**config.mk**
```make
export PLATFORM = sky130hd
export DESIGN_NAME = dpt_ram
export DESIGN_NICKNAME = d
export VERILOG_FILES = /design/src/rtl/dpt_ram.sv
export SDC_FILE = /design/constraint.sdc
export NUM_CORES = 1
export LEC_CHECK = 0
export BUFFER_PORTS_ARGS = -buffer_cell sky130_fd_sc_hd__buf_2
export CELL_PAD_IN_SITES_DETAIL_PLACEMENT = 0
export CELL_PAD_IN_SITES_GLOBAL_PLACEMENT = 1
export CORE_MARGIN = 4
export CORE_UTILIZATION = 48
export CTS_BUF_LIST = sky130_fd_sc_hd__clkbuf_8 sky130_fd_sc_hd__clkbuf_16
export DETAILED_ROUTE_END_ITERATION = 7
export PLACE_DENSITY = 0.84
export SLEW_MARGIN = 40
export SYNTH_ARGS = -nofsm -noshare
export SYNTH_HDL_FRONTEND = slang
export SYNTH_SLANG_ARGS = --single-unit
export TNS_END_PERCENT = 10
```
**constraint.sdc**
```tcl
create_clock -name aclk -period 1.7 [get_ports aclk]
set_input_delay 0.255 -clock aclk [delete_from_list [all_inputs] [get_ports aclk]]
set_output_delay 0.255 -clock aclk [all_outputs]
set_load 0.02 [all_outputs]
```
**src/rtl/dpt_ram.sv**
```systemverilog
`timescale 1ns / 1ps
`default_nettype none
// ----------------------------------------------------------------------------
// dpt_ram
// Simple dual-port RAM, one write and one read port, registered read.
// ----------------------------------------------------------------------------
module dpt_ram #(
    parameter  int WIDTH  = 8,
    parameter  int DEPTH  = 16,
    localparam int ADDR_W = (DEPTH > 1) ? $clog2(DEPTH) : 1
) (
    input  wire logic              aclk,
    input  wire logic              we,
    input  wire logic [ADDR_W-1:0] waddr,
    input  wire logic [WIDTH-1:0]  wdata,
    input  wire logic              re,
    input  wire logic [ADDR_W-1:0] raddr,
    output logic      [WIDTH-1:0]  rdata
);

    logic [WIDTH-1:0] mem [DEPTH];

    always_ff @(posedge aclk) begin
        if (we) begin
            mem[waddr] <= wdata;
        end
        if (re) begin
            rdata <= mem[raddr];
        end
    end

endmodule
`default_nettype wire
```
==> results <==
- The flow ran to the end, and the final reports show no timing, DRC or antenna violations.
- The most critical setup path has its startpoint at mem[1][2]$_DFFE_PP_.
- Synthesis produced a netlist with a net count of 248.
- The share of the core filled with cells in the final layout is 59.7%.
- After clock tree synthesis, the clock-pin slew on the worst setup and hold paths is 60 ps.
- The worst setup path is captured at a flip-flop.
- For this run, the leading register cell type out of synthesis is edfxtp_1.
- Clock tree synthesis inserted a total of 17 buffers.
- The root buffer selected by CTS is clkbuf_8.
- The worst register-to-register path has a depth of 3.
- The number of buffers inserted for hold repair after clock tree synthesis is 0.
- Headroom to the max-slew limit came out at 74.5%.
- The final critical-path required period is about 1600 ps.
- Detailed placement ended at an HPWL of 6.30 mm.
- In the final layout, the share of cells above drive strength 1 is 33.2%.
- The most instantiated library cell after synthesis is edfxtp_1.
- The vias after detailed routing is between 2,000 and 2,500.
- The number of placement rows is 37.
- The top cell type by area accounts for 78.1% of the synthesized area.
- The synthesized design contains between 100 and 150 enable-type register cells.
- Yosys printed 0 warnings.
- The endpoint of the worst hold-timing path is rdata[7]$_DFFE_PP_.
- Counting instances, the worst hold path has a depth of 1.
- Dividing the detail-routed via count by the number of cells gives roughly 5.7.
- After detailed routing, the number of remaining DRC violations is 0.
- The internal reg-to-reg setup slack is 140 ps.
- The arrival time of data at the critical path endpoint is 1820 ps.
- In this run the post-CTS setup repair buffer count came out at 0.
- The leakage power of the design is about 2.1 nW.
- The final critical-path share of the clock period is 91.6%.
- The number of different library cells used by synthesis comes to 18.
- The layout-stage area growth over the synthesis result is 19.5%.
- Dividing the detail-routed wire length by the instance count gives between 20 and 25 µm.
- The maximum buffer depth of the clock tree is 2.
- Global routing consumed, over all layers together, around 17% of the routing resources.
- The total grt overflow is 0.
- The largest fanout of any net on the critical path is 1.
- The fraction of synthesis flops using an asynchronous set or reset pin is 0%.
- The number of violations reported at the end of detailed-routing iteration 0 is roughly 250.
- The startpoint of the tightest hold check path is re.
- The final-report max-slew violation count is 0.
- The worst register-to-register path begins at mem[1][2]$_DFFE_PP_.
- The initial antenna violation count came to 0.
- The synthesized design spends more area on one cell type than any other, namely edfxtp_1.
- The number of top-level design ports is 27.
- The cell area after synthesis is roughly 0.0052 mm².
- The required time of the critical path is 1960 ps.
- The worst setup path is launched from a flip-flop.
- The number of antenna diodes in the final layout is 0.
- The final-stage net count is between 300 and 400.
- The detailed-route wire length is about 10 mm.
- The first-pass GRT wire length is 15.5 mm.
- The capturing point of the worst reg2reg path is rdata[2]$_DFFE_PP_.
- The signal on the critical path passes through mux4_1 -> a22oi_1 -> nand2_1.
- The critical path's top delay family is multiplexers.
- Setup repair after global routing left no endpoint under its margin.
- The clock net in this run drives a total of 136 sinks.
- By count the netlist is led by 136 x edfxtp_1, 18 x mux4_2, 16 x a22oi_1.
- The floorplan step set the die width to 112 µm.
- The die is between 100 and 150 µm tall.
- In this run the number of H-tree levels came out at 4.
- For this design the ratio of total power to cell area is 1220 mW/mm².
- The slew of the pin with the lowest slew margin is approximately 380 ps.
- Based on the critical path, the design can be clocked at up to 642 MHz.
- In the post-synthesis netlist, the biggest area contributors are edfxtp_1 78%, mux4_2 7.8%, mux4_1 7.0%.
- The start-to-end type of the worst setup path is flip-flop to flip-flop.
- The pre-antenna-repair detailed-routing pass consisted of 6 iterations.
- The class of the tightest hold or removal check is input pin to flip-flop.
- The post-synthesis sequential element count is 136.
- The total power is 7.63 mW.
- The number of max-capacitance violations reported is 0.
- The count of buffers added on input and output ports is 26.
- The sequential share of the synthesized area is 78.1%.
- The total of cells resized after clock tree synthesis is 0.
- The final hold violation count is 0.
- The routability congestion estimate from global placement is 0.733.
- A synthesized cell averages 22.8 µm².
- The area enclosed by the die boundary is 0.0126 mm².
- IR analysis of the VDD net gives a maximum drop of between 0.0006 and 0.0007 V.
- The clock latency reported for the late side of the worst-skew pair is 520 ps.
- TritonCTS built the clock tree.
- On the final layout, the worst clock skew is around 5.7 ps.
- The count of nets left with antenna violations once routing finished came out at 0.
- The number of global-route vias before repair came to 2,645.
- The total buffers and inverters traversed by the critical path is 0.
- The slowest stage of the critical path is the mux4_1 cell.
- The total setup violations reported at the end of the flow is 0.
- The cell count after synthesis came out at between 200 and 250.
- In this design, the stage delay of the slowest critical-path cell is around 530 ps.
- For this configuration, the core starts out at a cell density of 50.0%.
- The area of the core region is 0.0105 mm².
- Entering global routing, the biggest net connects 17 pins.
[kinds of logic after synthesis]
logic type / Yosys count / synth area share [%]
AND/OR/NAND/NOR: 35 / 3.14
buffers and inverters: 10 / 1.65
AO/OA/AOI/OAI: 16 / 2.30
multiplexers: 32 / 14.8
flip-flops: 136 / 78.1
[worst max-delay path by stage]
stage                                     to  slack, ps  cells after the start
after floorplan           rdata[1]$_DFFE_PP_        160                      5
after global placement    rdata[0]$_DFFE_PP_       -130                      5
after detailed placement  rdata[0]$_DFFE_PP_       -150                      5
after CTS                 rdata[2]$_DFFE_PP_        140                      3
after global routing      rdata[2]$_DFFE_PP_         70                      3
final                     rdata[2]$_DFFE_PP_        140                      3
[cell type report]
class / count / area, µm²
well taps: 136 / 170
repair buffers: 50 / 360
clock buffers: 17 / 414
fillers: 754 / 4220
clock inverters: 15 / 154
flip-flops and latches: 136 / 4080
multi-input cells: 83 / 1060
[per-layer routing]
layer | GRT usage [%] | part of all wire, % | vias to the layer above
met5 | 0 | 0 | -
met1 | 23.2 | 42 | 1282
met3 | 4.58 | 7.9 | 11
met2 | 27.0 | 49 | 91
met4 | 5.29 | 1.0 | 0
li1 | - | - | 1101
[placed cells by master (no fill, tap or decap), drive strengths merged, types with 2 or more instances in the layout]
| cell type | count |
|---|---|
| inv | 4 |
| a22oi | 16 |
| nand2 | 9 |
| clkinv | 4 |
| edfxtp | 136 |
| nor2 | 13 |
| nor3 | 4 |
| nand3b | 2 |
| clkbuf | 17 |
| mux4 | 32 |
| nand2b | 2 |
| buf | 50 |
| clkinvlp | 5 |
| bufinv | 2 |
[stage by stage]
step	instances	setup TNS, ps	hold slack (ps)	area [µm²]	setup WS [ps]
2_1_floorplan	229	0	354	5230	163
3_3_place_gp	405	-770	633	5680	-130
3_5_place_dp	405	-896	635	5680	-148
4_1_cts	437	0	94.9	6240	144
5_1_grt	437	0	99.5	6240	70.5
6_report	437	0	112	6240	143
[power by group]
group          internal (mW)  switching, mW  total (mW)
clock                   2.09           1.37        3.46
combinational          0.161          0.219       0.380
sequential              3.78         0.0188        3.80
total                   6.03           1.61        7.63
[state kept, by name (all words and copies together), names as in the netlist]
name and count:
rdata 8, mem 128
(Power assumes the default switching activity.)
